`src/hdl/fbc_pkg.sv`:
```
// Package for the 16-bit Feistel block cipher: widths, register indexes,
// substitution boxes and the small key-index helpers.
// No dependencies.
`default_nettype none

package fbc_pkg;

  localparam int unsigned MAX_KEYS_DEF = 4;
  localparam int unsigned HALF_W       = 8;
  localparam int unsigned KEY_W        = 8;
  localparam int unsigned KCNT_W       = 3;
  localparam int unsigned RCNT_W       = 8;
  localparam int unsigned CFG_ADDR_W   = 3;
  localparam int unsigned CFG_DATA_W   = 8;
  localparam int unsigned DATA_W       = 2 * HALF_W;

  // register indexes of the configuration port
  localparam logic [CFG_ADDR_W-1:0] REG_KEY0  = 3'd0;
  localparam logic [CFG_ADDR_W-1:0] REG_KCNT  = 3'd4;
  localparam logic [CFG_ADDR_W-1:0] REG_RCNT  = 3'd5;

  localparam logic CMD_ENC = 1'b0;
  localparam logic CMD_DEC = 1'b1;

  localparam logic [KCNT_W-1:0] KCNT_RST = 3'd4;
  localparam logic [RCNT_W-1:0] RCNT_RST = 8'd8;

  // S1(v) = (3^v mod 17 + 2) mod 16
  function automatic logic [3:0] sbox_lo(input logic [3:0] v);
    logic [3:0] s;
    case (v)
      4'd0:    s = 4'd3;
      4'd1:    s = 4'd5;
      4'd2:    s = 4'd11;
      4'd3:    s = 4'd12;
      4'd4:    s = 4'd15;
      4'd5:    s = 4'd7;
      4'd6:    s = 4'd1;
      4'd7:    s = 4'd13;
      4'd8:    s = 4'd2;
      4'd9:    s = 4'd0;
      4'd10:   s = 4'd10;
      4'd11:   s = 4'd9;
      4'd12:   s = 4'd6;
      4'd13:   s = 4'd14;
      4'd14:   s = 4'd4;
      default: s = 4'd8;
    endcase
    return s;
  endfunction

  // S2(v) = (5^v mod 17 + 7) mod 16
  function automatic logic [3:0] sbox_hi(input logic [3:0] v);
    logic [3:0] s;
    case (v)
      4'd0:    s = 4'd8;
      4'd1:    s = 4'd12;
      4'd2:    s = 4'd15;
      4'd3:    s = 4'd13;
      4'd4:    s = 4'd4;
      4'd5:    s = 4'd5;
      4'd6:    s = 4'd9;
      4'd7:    s = 4'd1;
      4'd8:    s = 4'd7;
      4'd9:    s = 4'd3;
      4'd10:   s = 4'd0;
      4'd11:   s = 4'd2;
      4'd12:   s = 4'd11;
      4'd13:   s = 4'd10;
      4'd14:   s = 4'd6;
      default: s = 4'd14;
    endcase
    return s;
  endfunction

  // Round function: substitute both nibbles, rotate left by 3.
  function automatic logic [HALF_W-1:0] round_f(input logic [HALF_W-1:0] v);
    logic [HALF_W-1:0] s;
    s = {sbox_hi(v[7:4]), sbox_lo(v[3:0])};
    return {s[4:0], s[7:5]};
  endfunction

  // v mod (last + 1) for a key count of 1 to 4. Base-4 digit sum for mod 3.
  function automatic logic [1:0] key_mod(input logic [RCNT_W-1:0] v,
                                         input logic [1:0]        last);
    logic [3:0] s;
    logic [2:0] t;
    logic [1:0] m3;
    logic [1:0] res;
    s  = {2'b00, v[1:0]} + {2'b00, v[3:2]} + {2'b00, v[5:4]} + {2'b00, v[7:6]};
    t  = {1'b0, s[1:0]} + {1'b0, s[3:2]};
    if (t >= 3'd3) t = t - 3'd3;
    m3 = (t == 3'd3) ? 2'd0 : t[1:0];
    case (last)
      2'd0:    res = 2'd0;
      2'd1:    res = {1'b0, v[0]};
      2'd2:    res = m3;
      default: res = v[1:0];
    endcase
    return res;
  endfunction

endpackage

`default_nettype wire

```
`src/hdl/feistel_block_cipher_16bit_top.sv`:
```
// Top level of the 16-bit Feistel block cipher with 8-bit round keys.
// Depends on fbc_pkg.
//
// Usage:
//  - Input stream (in_*): one word is one block. in_tdata carries the left
//    byte in bits 7:0 and the right byte in bits 15:8; in_tuser is the
//    command (0 encrypt, 1 decrypt).
//  - Output stream (out_*): one word per block, left byte in bits 7:0,
//    right byte in bits 15:8.
//  - Config port: cfg_we writes cfg_wdata into register cfg_addr
//    (0..3 round keys, 4 key count, 5 round count); other indexes drop.
//    Write only while no block is in flight.
//  - One shared round unit runs one Feistel round per cycle. The next block
//    is taken in the cycle the result moves out to the output register, so
//    the round unit takes a new block only once the last one has left it.
//  - The output register parts the two sides: a finished result may wait
//    for out_tready while the next block is accepted and computed. A block
//    that finishes while the output is still full holds in the round unit,
//    and in_tready stays low until it moves on.
//  - Reset (rst_n low, synchronous) empties both stages and restores the
//    registers: keys 0, key count 4, round count 8.
`default_nettype none

module feistel_block_cipher_16bit_top #(
  parameter int unsigned MAX_KEYS = fbc_pkg::MAX_KEYS_DEF
) (
  input  wire logic                            clk,
  input  wire logic                            rst_n,
  // configuration
  input  wire logic                            cfg_we,
  input  wire logic [fbc_pkg::CFG_ADDR_W-1:0]  cfg_addr,
  input  wire logic [fbc_pkg::CFG_DATA_W-1:0]  cfg_wdata,
  // input stream
  input  wire logic                            in_tvalid,
  output logic                                 in_tready,
  input  wire logic [fbc_pkg::DATA_W-1:0]      in_tdata,   // left_in, right_in
  input  wire logic                            in_tuser,   // cmd
  // output stream
  output logic                                 out_tvalid,
  input  wire logic                            out_tready,
  output logic [fbc_pkg::DATA_W-1:0]           out_tdata   // left_out, right_out
);
  import fbc_pkg::*;

  localparam int unsigned KIDX_W = (MAX_KEYS > 1) ? $clog2(MAX_KEYS) : 1;

  // configuration registers
  logic [KEY_W-1:0]  key_r [MAX_KEYS];
  logic [KCNT_W-1:0] kcnt_r;
  logic [RCNT_W-1:0] rcnt_r;

  // round unit state
  logic              busy_r, busy_nxt;
  logic              dec_r, dec_nxt;
  logic [HALF_W-1:0] l_r, l_nxt;
  logic [HALF_W-1:0] r_r, r_nxt;
  logic [RCNT_W-1:0] rem_r, rem_nxt;
  logic [KIDX_W-1:0] kidx_r, kidx_nxt;

  // output register
  logic              ovld_r, ovld_nxt;
  logic [DATA_W-1:0] odata_r, odata_nxt;

  logic              in_fire, out_free, done, rnd;
  logic [KIDX_W-1:0] last_idx, dec_start;
  logic [HALF_W-1:0] f_in, f_out;
  logic [KEY_W-1:0]  cur_key;

  // Highest key index in use: key count clamped to 1..MAX_KEYS, minus one.
  always_comb begin
    if (kcnt_r == '0) begin
      last_idx = '0;
    end else if ({{(32-KCNT_W){1'b0}}, kcnt_r} > MAX_KEYS) begin
      last_idx = KIDX_W'(MAX_KEYS - 1);
    end else begin
      last_idx = KIDX_W'(kcnt_r - 3'd1);
    end
  end

  // Decryption starts at key (round_count - 1) mod n and walks down.
  assign dec_start = KIDX_W'(key_mod(rcnt_r - 8'd1, 2'(last_idx)));

  assign out_free  = !ovld_r || out_tready;
  assign done      = busy_r && (rem_r == '0);
  assign rnd       = busy_r && (rem_r != '0);
  assign in_tready = !busy_r || (done && out_free);
  assign in_fire   = in_tvalid && in_tready;

  // shared round unit: encrypt feeds R, decrypt feeds L
  assign cur_key = key_r[kidx_r];
  assign f_in    = (dec_r == CMD_DEC) ? l_r : r_r;
  assign f_out   = round_f(f_in ^ cur_key);

  always_comb begin
    busy_nxt  = busy_r;
    dec_nxt   = dec_r;
    l_nxt     = l_r;
    r_nxt     = r_r;
    rem_nxt   = rem_r;
    kidx_nxt  = kidx_r;
    ovld_nxt  = ovld_r;
    odata_nxt = odata_r;

    // drain the output register
    if (out_tready) begin
      ovld_nxt = 1'b0;
    end
    // hand a finished block to the output register
    if (done && out_free) begin
      busy_nxt  = 1'b0;
      ovld_nxt  = 1'b1;
      odata_nxt = {r_r, l_r};
    end

    if (in_fire) begin
      busy_nxt = 1'b1;
      dec_nxt  = in_tuser;
      l_nxt    = in_tdata[HALF_W-1:0];
      r_nxt    = in_tdata[DATA_W-1:HALF_W];
      rem_nxt  = rcnt_r;
      kidx_nxt = (in_tuser == CMD_DEC) ? dec_start : '0;
    end else if (rnd) begin
      rem_nxt = rem_r - 8'd1;
      if (dec_r == CMD_DEC) begin
        r_nxt    = l_r;
        l_nxt    = f_out ^ r_r;
        kidx_nxt = (kidx_r == '0) ? last_idx : kidx_r - 1'b1;
      end else begin
        l_nxt    = r_r;
        r_nxt    = f_out ^ l_r;
        kidx_nxt = (kidx_r == last_idx) ? '0 : kidx_r + 1'b1;
      end
    end
  end

  // control state
  always_ff @(posedge clk) begin
    if (!rst_n) begin
      busy_r <= 1'b0;
      ovld_r <= 1'b0;
    end else begin
      busy_r <= busy_nxt;
      ovld_r <= ovld_nxt;
    end
  end

  // payload
  always_ff @(posedge clk) begin
    dec_r   <= dec_nxt;
    l_r     <= l_nxt;
    r_r     <= r_nxt;
    rem_r   <= rem_nxt;
    kidx_r  <= kidx_nxt;
    odata_r <= odata_nxt;
  end

  // configuration registers; keys above MAX_KEYS are never used, drop them
  always_ff @(posedge clk) begin
    if (!rst_n) begin
      for (int i = 0; i < MAX_KEYS; i++) begin
        key_r[i] <= '0;
      end
      kcnt_r <= KCNT_RST;
      rcnt_r <= RCNT_RST;
    end else if (cfg_we) begin
      if ({{(32-CFG_ADDR_W){1'b0}}, cfg_addr} < MAX_KEYS) begin
        key_r[cfg_addr[KIDX_W-1:0]] <= cfg_wdata;
      end else if (cfg_addr == REG_KCNT) begin
        kcnt_r <= cfg_wdata[KCNT_W-1:0];
      end else if (cfg_addr == REG_RCNT) begin
        rcnt_r <= cfg_wdata;
      end
    end
  end

  assign out_tvalid = ovld_r;
  assign out_tdata  = odata_r;

endmodule

`default_nettype wire
```
`config.mk`:
```
export PLATFORM = sky130hd
export DESIGN_NAME = feistel_block_cipher_16bit_top
export DESIGN_NICKNAME = d
export VERILOG_FILES = /design/src/hdl/fbc_pkg.sv /design/src/hdl/feistel_block_cipher_16bit_top.sv
export SDC_FILE = /design/constraint.sdc
export NUM_CORES = 1
export LEC_CHECK = 0
export BUFFER_PORTS_ARGS = -buffer_cell sky130_fd_sc_hd__buf_2
export CAP_MARGIN = 40
export CORE_ASPECT_RATIO = 0.5
export CORE_MARGIN = 5
export CORE_UTILIZATION = 45
export DETAILED_ROUTE_END_ITERATION = 10
export GPL_TIMING_DRIVEN = 0
export PLACE_DENSITY_LB_ADDON = 0.12
export SLEW_MARGIN = 20
export SYNTH_ARGS = -nofsm -noshare
export SYNTH_HDL_FRONTEND = slang
export SYNTH_SLANG_ARGS = --single-unit
```
`constraint.sdc`:
```
create_clock -name clk -period 8.4 [get_ports clk]
set_input_delay 0.42 -clock clk [delete_from_list [all_inputs] [get_ports clk]]
set_output_delay 0.42 -clock clk [all_outputs]
set_load 0.01 [all_outputs]
```
After elaboration in Yosys (flattened, before gate mapping)
Memory sizes are Yosys's and may differ from the RTL's. A register that Yosys moved wholly into a read port is not among the register bits.
Cells that the tools add are included.
Word-level totals
  register bits after elaboration: 56
  memory bits (writable): 32
  bits in read-only memories: 128
  logic and storage cells: 89
  memories kept: 3
Cells by class
  add/sub/neg operators: 10
  order comparisons: 3
  eq/ne operators: 6
  mux-type cells: 33
  bitwise operators: 5
  reduce and logical (&&, ||, !) cells: 19
Memory list
  (no name shown): depth 16, bits a word 4, read ports 1, clocked after memory_dff 0, wr ports 0, RTL line fbc_pkg.sv:55  | case (v)
  (no name shown): depth 16, bits a word 4, read ports 1, clocked after memory_dff 0, wr ports 0, RTL line fbc_pkg.sv:31  | case (v)
  key_r: depth 4, bits a word 8, read ports 1, clocked after memory_dff 1, wr ports 4, RTL line feistel_block_cipher_16bit_top.sv:48  | logic [KEY_W-1:0] key_r [MAX_KEYS];
Operators by type and width (count)
  2-to-1 mux 8 bit: 10
  XOR 8 bit: 3
  2-to-1 mux 2 bit: 11
  subtractor 8 x 1 -> 8 bit (second input constant): 2
  2-to-1 mux 1 bit: 10
  zero test 8 bit: 1
  nonzero test 8 bit: 1
  OR reduction 8 bit: 1
  adder 2 x 2 -> 3 bit: 2
  equality test 3 bit (second input constant): 2
  one-hot mux 2 bit (3 select lines): 1
  nonzero test 2 bit: 3
  adder 3 x 2 -> 4 bit: 1
  adder 4 x 2 -> 4 bit: 1
  logical AND 1 bit: 4
  zero test 2 bit: 2
  AND reduction 4 bit: 1
  subtractor 2 x 1 -> 2 bit (second input constant): 2
  equality test 3 x 2 -> 1 bit (second input constant): 1
  greater-or-equal comparator 3 x 2 -> 1 bit (second input constant): 1
  greater-than comparator 3 bit (second input constant): 1
  zero test 3 bit: 1
  < comparator 3 bit (second input constant): 1
  2-to-1 mux 3 bit: 1
  other kinds (9): 12

Longest topological paths before layout
Gate-level depths: netlist (run 1).
  depth after elaboration: 13
  mapped depth: 22
  mapped depth without buffers: 22

Least setup slack after synthesis (run 1)
Ideal clock, no wire load.
  kind: register -> register
  start: reg rcnt_r[0]
  end: reg with a tool-made name
  setup time: 0.060 ns
  data arrival time: 4.842 ns
  path slack: 3.498 ns
  stages on the path, launching flop included: 22
  path buffers: 0
  clock period less this slack: 4.902 ns
  cell sequence: dfxtp_1 -> inv_1 -> ha_1 -> inv_1 -> fa_1 -> inv_1 -> fa_1 -> inv_1 -> ha_1 -> inv_1 -> fa_1 -> inv_1 -> ha_1 -> fa_1 -> ha_1 -> ha_1 -> or4b_2 -> o31a_1 -> o22ai_1 -> a21oi_1 -> a31oi_1 -> mux2_2
RTL lines
  from (decl): RTL line feistel_block_cipher_16bit_top.sv:50  | logic [RCNT_W-1:0] rcnt_r;
  from (signal assigned): RTL line feistel_block_cipher_16bit_top.sv:171  | rcnt_r <= cfg_wdata;

==> results.cfg, run 1 <==
[setup_path]
end_kind = flop
required_ns = 8.69
path_max_fanout = 6
ff2ff_setup_slack_ns = 3.13
cp-start-kind = flop
worstPathArrival_ns = 5.57
reg2reg_depth = 21
r2r-start = rcnt_r[0]$_SDFFE_PN0P_
criticalPathCategory = reg -> reg

[sta]
fin_crit_ns = 5.27
fin_skew_ns = 0.00826
setup_viol_count_final = 0
rsz0062_at_grt = false
setup_tns_ns = 0
hold_viol = 0
worst_pin_slew_ns = 0.795
finalMaxSlewViolations = 0
relSlewSlack_pct = 46.6
period_share_pct = 62.8
fmaxAchievable_mhz = 190

[layout]
multiInputGateArea_um2 = 2150
final.fill_count = 960
area_delta_synth_final_pct = 16.1
ff_latch_area_um2 = 2550
drive_gt1_share_pct = 19.7
nets = 558
antenna_cells = 0

[synthesis]
synthCells = 442
synth_most_common_cell = edfxtp_1
avgSynthCellArea_um2 = 11.1
ys_seq_area_share_pct = 52.1
synth.top_cell.area_share_pct = 46.0
yosysTopAreaCell = edfxtp_1
syn_nets = 493
synth.distinct_cells = 56
synthTopCellsByArea = edfxtp_1, dfxtp_1, nand2_1
synth_seq_cells = 90
yosysWarnings = 0
synth_flop_cell = edfxtp_1
synthTopCellsByCount = edfxtp_1, nand2_1, nor2_1
synth_edf_count = 75
synth_area_um2 = 4900
ys_async_sr_fraction_pct = 0

[power_and_ir_drop]
power_uw = 1550
leakage_uw = 0.00224
power.density_nw_per_um2 = 272
ir_worst_vdd_v = 0.000119

[placed_design]
post-dp-hpwl_um = 7990
port_buffers = 50
gp_congestion = 0.806

[worst_hold_path]
hold_path_class = in -> reg
hold-path-endpoint = dec_r$_DFFE_PP_
hold_depth = 1
holdCritStartpoint = in_tuser

[routing]
drcViolationCount = 0
first_iter_violations = 177
routed_wl_um = 10800
ant_nets = 0
dr.pass1.iters = 4
via_per_inst = 5.21
num_vias = 3394
drt-wirelength-per-cell_um = 16.5

[cts]
cts_buffers = 9
post_cts_resized = 0
cts_tree = done
cts.sinks = 90
cts_buffer_depth = 2
clk_latency_ns = 0.35
clock-root-buffer = clkbuf_16
clk_pin_slew_ns = 0.06
htreeDepth = 3
ctsHoldBuffers = 0
cts_setup_buffers = 0

[global_routing]
antenna_found_initial = 0
grt_max_degree = 30
grt-ovfl-total = 0
grt_first_pass_wirelength_um = 17300
grt_pass1_vias = 3227
gr-usage-all-layers_pct = 17.2

[floorplanning]
io-pin-count = 51
die_w_um = 158
rows = 26
initial_core_util_pct = 47.0
core_um2 = 10400
dieArea_um2 = 13200
fp.dieH_um = 83.8

[flow_run]
maxCapViolCount = 0

[run_status]
status = finished, final reports clean
[per-stage QoR]
stage	hold slack [ns]	instances	utilization [%]	area [um2]	setup slack [ns]
4_1_cts	0.286	651	54.5	5670	3.10
2_1_floorplan	0.454	442	-	4900	3.50
5_1_grt	0.282	652	54.6	5680	2.83
6_report	0.296	652	54.6	5680	3.13
3_5_place_dp	0.481	635	51.4	5350	3.13
3_3_place_gp	0.484	632	51.1	5320	3.15
[final cells by class]
class | count | area share (%)
buffer | 16 | 1.34
timing repair buffer | 54 | 5.00
sequential | 90 | 44.9
tap | 140 | 3.08
clock inverter | 7 | 1.72
inverter | 33 | 2.18
clock buffer | 9 | 3.96
multi-input combinational | 303 | 37.8
[per-layer routing]
| metal | vias up | track usage (%) | share of wire [%] |
|---|---|---|---|
| met2 | 88 | 22.6 | 40 |
| li1 | 1702 | - | - |
| met1 | 1597 | 27.5 | 52 |
| met3 | 7 | 4.92 | 6.9 |
| met5 | - | 0 | 0 |
| met4 | 0 | 3.75 | 0.79 |
[worst max-delay path by stage]
stage	start	endpoint	slack (ns)	depth (start not counted)
after CTS	rcnt_r[0]$_SDFFE_PN0P_	flop	3.10	21
final	rcnt_r[0]$_SDFFE_PN0P_	flop	3.13	21
after floorplan	rcnt_r[0]$_SDFFE_PN0P_	flop	3.50	21
after global placement	rcnt_r[0]$_SDFFE_PN0P_	flop	3.15	21
after detailed placement	rcnt_r[0]$_SDFFE_PN0P_	flop	3.13	21
after global routing	rcnt_r[0]$_SDFFE_PN0P_	flop	2.83	21
[state kept, by name, summed over array words and instances (netlist names), named ones only]
signal,count
busy_r,1
dec_r,1
kcnt_r,3
key_r,32
kidx_r,2
l_r,8
out_tdata,16
out_tvalid,1
r_r,8
rcnt_r,8
rem_r,8
[critical path, stage by stage (launching register included)]
cell and delay, ns:
dfxtp_1 0.46, inv_1 0.10, ha_1 0.31, inv_1 0.06, fa_1 0.52, inv_1 0.05, fa_1 0.46, inv_1 0.07
ha_1 0.14, inv_1 0.05, fa_1 0.47, inv_1 0.04, ha_1 0.18, fa_1 0.48, ha_1 0.20, ha_1 0.22
or4b_2 0.67, o31a_1 0.13, o22ai_1 0.12, a21oi_1 0.09, a31oi_1 0.20, mux2_2 0.18
[cell families after synthesis]
group                    after synthesis  synth area share, %
buffers and inverters                 49                 4.09
flip-flops                            90                 52.1
adder cells (fa/ha/maj)               18                 5.37
AO/OA/AOI/OAI                         80                 10.2
multiplexers                          23                 6.95
AND/OR/NAND/NOR                      154                 14.8
XOR/XNOR                              28                 6.46
[power breakdown]
| group | total, uW | switching [uW] | internal, uW |
|---|---|---|---|
| sequential | 611 | 45.4 | 565 |
| clock | 439 | 176 | 263 |
| combinational | 495 | 266 | 230 |
[cells in the final DEF (no fill, tap or decap), drive strengths merged, types with 4 or more instances in the layout]
master,count
a21boi,4
a21oi,19
a31oi,5
and3,4
buf,59
clkbuf,20
dfxtp,15
edfxtp,75
fa,5
ha,13
inv,36
mux2i,13
mux4,8
nand2,55
nand2b,6
nand3,6
nor2,46
nor2b,5
nor3,6
nor3b,4
o211ai,6
o21ai,31
o31a,4
or2,4
or3,10
xnor2,11
xor2,17
No activity file was read; power rests on OpenSTA's default activity.
==> inputs of run 2 (changes only) <==
clock period = 5.07 ns   (was 8.4 ns; I/O delays follow)
==> results.cfg, run 2 (synthesis results as in run 1) <==
[run_status]
status = finished, final reports clean

[power_and_ir_drop]
p_int_uw = 1790
p_sw_share_pct = 31.4
leakage_uw = 0.00230
power_frac_clock_pct = 27.8
power.density_nw_per_um2 = 446
power_frac_comb_pct = 33.4
switchingPower_uw = 818
ir_worst_vdd_v = 0.000196
share_seq_of_total_power_pct = 38.8

[setup_path]
cp_num_cells = 22
cp-start-kind = flop
required_ns = 5.36
crit_start = rcnt_r[3]$_SDFFE_PN1P_
slowest_delay_ns = 0.52
end_kind = flop
r2r-start = rcnt_r[3]$_SDFFE_PN1P_
ff2ff_setup_slack_ns = 0.20
critPathTopFamily = adder cells
worst_path_max_delay_cell = or4b_4
reg2reg_depth = 22
cp_num_buf_inv = 4
crit_path_cell_trace = nor2_4, nand3_2, nor2_2, xor2_1, fa_1, inv_2, fa_1, inv_1, ha_2, inv_2, fa_1, inv_1, ha_2, fa_1, ha_2, ha_4, or4b_4, o31a_1, o22ai_2, a21oi_1, a31oi_1, mux2_4
path_max_fanout = 4
worstPathArrival_ns = 5.16
criticalPathCategory = reg -> reg
cpMostUsedCell = fa_1

[layout]
layout_common_cells = edfxtp_1, nand2_1, buf_2
area_delta_synth_final_pct = 19.3
antenna_cells = 0
drive_gt1_share_pct = 24.6
largest_register_ffs = 32
nets = 567
final_cell_area_um2 = 5840
largest-register = key_r
final_common_cell = edfxtp_1

[placed_design]
port_buffers = 50
post-dp-hpwl_um = 7990
dpl_cell_area_um2 = 5350
gp_congestion = 0.806

[cts]
cts_buffer_depth = 2
clk_pin_slew_ns = 0.06
cts_tree = done
clock-root-buffer = clkbuf_16
cts.sinks = 90
clk_latency_ns = 0.35
cts_buffers = 9
htreeDepth = 3
ctsHoldBuffers = 0

[floorplanning]
rows = 26
core_um2 = 10400
initial_core_util_pct = 47.0
dieArea_um2 = 13200
fp.dieH_um = 83.8
io-pin-count = 51
die_w_um = 158

[routing]
ant_nets = 0
routed_wl_um = 10900
num_vias = 3437
drt-wirelength-per-cell_um = 16.5
drcViolationCount = 0
first_iter_violations = 201
dr.pass1.iters = 5
via_per_inst = 5.20

[sta]
fmaxAchievable_mhz = 206
rsz0062_at_grt = false
relSlewSlack_pct = 46.0
setup_viol_count_final = 0
hold_slack_ns = 0.124
worst_pin_slew_ns = 0.805
period_share_pct = 96.0
hold_viol = 0
fin_crit_ns = 4.87
finalMaxSlewViolations = 0
fin_skew_ns = 0.00938
setup_tns_ns = 0

[global_routing]
grt_max_degree = 30
grt_first_pass_wirelength_um = 17600
antenna_found_initial = 0
grt_pass1_vias = 3277
gr-usage-all-layers_pct = 17.4
grt-ovfl-total = 0

[worst_hold_path]
hold_path_class = in -> reg

[flow_run]
maxCapViolCount = 0
## run 2: cell count changes in the layout (fill, tap and decap cells not counted), moves of 2 or more
| cell | change |
|---|---|
| ha_4 | +2 |
| dfxtp_4 | +4 |
| inv_2 | +4 |
| buf_4 | +9 |
| ha_1 | -5 |
| ha_2 | +3 |
| inv_1 | -4 |
| dfxtp_1 | -4 |
| nor2_1 | -2 |
## run 2: routing by layer
layer  routed length (um)  part of all wire [%]  global-route usage (%)
met1                 5660                    52                    27.6
met2                 4450                    41                    23.2
met3                  722                   6.6                    4.92
met4                   89                  0.82                    3.75
met5                    0                     0                       0
## run 2: final cells by class
cell class | count | area [um2]
plain buffers | 16 | 76.3
clock buffers | 9 | 225
clock inverters | 7 | 97.6
fillers | 939 | 4570
inverters | 33 | 124
multi-input cells | 303 | 2220
flip-flops and latches | 90 | 2570
well taps | 140 | 175
repair buffers | 63 | 352
## run 2: timing repair
| action | CTS | global route |
|---|---|---|
| buffers inserted | 6 | 3 |
| pin swaps | 5 | 10 |
| setup endpoints to repair | 2 | 2 |
| resized for setup | 16 | 11 |
## run 2: power by group through the flow
stage	logic, uW	clock network (uW)	registers, uW
finish	869	725	1010
global route	967	776	1020
CTS	837	746	1010
detailed placement	817	0	1030
global placement	801	0	1030
floorplan	666	0	998
## run 2: worst register-to-register path: cells and delay by family (launching register included)
family	cells	cell delay, ns
adder cells (fa/ha/maj)	8	2.52
AND/OR/NAND/NOR	4	0.84
AO/OA/AOI/OAI	4	0.52
flip-flops	1	0.37
buffers and inverters	4	0.22
multiplexers	1	0.19
XOR/XNOR	1	0.18
## run 2: how the worst min path moves through the flow
stage / slack (ns) / depth (start not counted) / startpoint / to
6_report: 0.12 / 1 / in_tuser / dec_r$_DFFE_PP_
3_5_place_dp: 0.48 / 2 / kcnt_r[1]$_SDFFE_PN0P_ / kcnt_r[1]$_SDFFE_PN0P_
4_1_cts: 0.12 / 1 / in_tuser / dec_r$_DFFE_PP_
3_3_place_gp: 0.48 / 0 / l_r[4]$_DFFE_PN_ / out_tdata[4]$_DFFE_PP_
2_1_floorplan: 0.33 / 1 / rst_n / kcnt_r[2]$_SDFFE_PN1P_
5_1_grt: 0.12 / 1 / in_tuser / dec_r$_DFFE_PP_
## run 2: metrics by stage
step / total power (uW) / instances / setup slack (ns) / util (%)
floorplan: 1660 / 442 / 0.168 / -
global placement: 1830 / 632 / -0.185 / 51.1
detailed placement: 1840 / 635 / -0.197 / 51.4
CTS: 2590 / 657 / 0.00252 / 55.4
global route: 2770 / 661 / 0.0146 / 56.1
finish: 2600 / 661 / 0.205 / 56.1
==> inputs of run 3 (changes only) <==
BUFFER_PORTS_ARGS = -buffer_cell sky130_fd_sc_hd__buf_4   (was -buffer_cell sky130_fd_sc_hd__buf_2)
clock period = 5 ns   (was 5.07 ns; I/O delays follow)
==> results.cfg, run 3 (synthesis results as in run 1) <==
[run_status]
status = finished, final reports clean

[setup_path]
path_max_fanout = 3
required_ns = 5.28
criticalPathCategory = reg -> reg
end_kind = flop
crit_start = rcnt_r[2]$_SDFFE_PN0P_
r2r-start = rcnt_r[2]$_SDFFE_PN0P_
critPathTopFamily = adder cells
crit_path_cell_trace = buf_4, o31ai_2, nand2_1, fa_1, inv_2, fa_1, inv_1, ha_2, inv_2, fa_1, inv_1, ha_2, fa_1, ha_2, ha_4, or4b_4, o31a_1, o22ai_2, a21oi_2, a31oi_2, mux2_4
cp-start-kind = flop
worst_path_max_delay_cell = fa_1
worstPathArrival_ns = 5.05
cp_num_buf_inv = 5
cpMostUsedCell = fa_1
slowest_delay_ns = 0.52
cp_num_cells = 21
reg2reg_depth = 21

[layout]
drive_gt1_share_pct = 25.2
stdcell_count = 660
antenna_cells = 0
nets = 566
layout_common_cells = edfxtp_1, buf_4, nand2_1
post-route-util_pct = 57.3
final_common_cell = edfxtp_1
area_delta_synth_final_pct = 21.8
largest-register = key_r
largest_register_ffs = 32

[cts]
cts_buffers = 9
cts_tree = done
clock-root-buffer = clkbuf_16
ctsHoldBuffers = 0
clk_pin_slew_ns = 0.07
htreeDepth = 3
cts_buffer_depth = 2
cts.sinks = 90
clk_latency_ns = 0.34

[sta]
hold_viol = 0
fin_crit_ns = 4.76
worst_pin_slew_ns = 0.763
fmaxAchievable_mhz = 210
finalMaxSlewViolations = 0
setup_tns_ns = 0
period_share_pct = 95.3
rsz0062_at_grt = false
relSlewSlack_pct = 48.8
setup_viol_count_final = 0
fin_skew_ns = 0.00870

[placed_design]
post-dp-hpwl_um = 7980
port_buffers = 50
placedCellCount = 633
gp_congestion = 0.820

[global_routing]
antenna_found_initial = 0
grt_pass1_vias = 3297
grt_first_pass_wirelength_um = 17600
gr-usage-all-layers_pct = 17.3
grt_max_degree = 30
grt-ovfl-total = 0

[floorplanning]
dieArea_um2 = 13200
initial_core_util_pct = 47.0
rows = 26
io-pin-count = 51
die_w_um = 158
fp.dieH_um = 83.8
core_um2 = 10400

[routing]
via_per_inst = 5.30
drcViolationCount = 0
num_vias = 3498
dr.pass1.iters = 5
routed_wl_um = 10900
ant_nets = 0
first_iter_violations = 239
drt-wirelength-per-cell_um = 16.6

[worst_hold_path]
hold_depth = 1
holdCritStartpoint = in_tuser
hold_path_class = in -> reg

[power_and_ir_drop]
ir_worst_vdd_v = 0.000203
leakage_uw = 0.00234
power.density_nw_per_um2 = 444

[flow_run]
maxCapViolCount = 0
-- run 3: metal layers --
layer / GRT usage [%] / vias up / wire, um
met5: 0 / - / 0
met2: 24.2 / 99 / 4490
met4: 3.43 / 0 / 59
met1: 27.0 / 1675 / 5630
li1: - / 1718 / -
met3: 4.40 / 6 / 747
-- run 3: path summary, 6_finish.rpt --
kind                            endpoint  slack, ns
setup / recovery                    flop       0.24
setup reg to reg                    flop       0.24
hold / removal           dec_r$_DFFE_PP_       0.11
hold reg to reg   out_tdata[4]$_DFFE_PP_       0.49
-- run 3: area by class of cell --
class,count,area [um2]
fill,915,4440
multi-input combinational,303,2230
sequential,90,2560
clock buffer,9,225
clock inverter,7,100
tap,140,175
timing repair buffer,62,469
buffer,16,76.3
inverter,33,126
-- run 3: worst reg2reg max path: stages, from the launching register on --
cell and delay, ns:
dfxtp_4 0.36, buf_4 0.14, o31ai_2 0.16, nand2_1 0.10
fa_1 0.52, inv_2 0.04, fa_1 0.46, inv_1 0.07
ha_2 0.16, inv_2 0.03, fa_1 0.48, inv_1 0.04
ha_2 0.16, fa_1 0.47, ha_2 0.21, ha_4 0.16
or4b_4 0.46, o31a_1 0.12, o22ai_2 0.12, a21oi_2 0.08
a31oi_2 0.19, mux2_4 0.18
-- run 3: per-stage QoR --
stage | power, uW | worst slack [ns] | hold WS, ns | instance area, um2
2_1_floorplan | 1690 | 0.0981 | 0.322 | 4900
3_3_place_gp | 1860 | -0.278 | 0.460 | 5450
3_5_place_dp | 1870 | -0.336 | 0.458 | 5460
4_1_cts | 2650 | 0.0228 | 0.100 | 5930
5_1_grt | 2800 | 0.00273 | 0.108 | 5970
6_report | 2650 | 0.237 | 0.115 | 5970
-- run 3: report_power, final --
group / total (uW) / internal (uW) / switching, uW / leakage, uW
Clock: 739 / 442 / 297 / 0.000160
Combinational: 884 / 426 / 459 / 0.00134
Sequential: 1020 / 948 / 74.9 / 0.000846
-- run 3: repair_timing --
| action | in CTS | in global routing |
|---|---|---|
| buffers inserted | 9 | 0 |
| pin swaps | 14 | 10 |
| setup endpoints to repair | 2 | 4 |
| gates resized for setup | 24 | 5 |
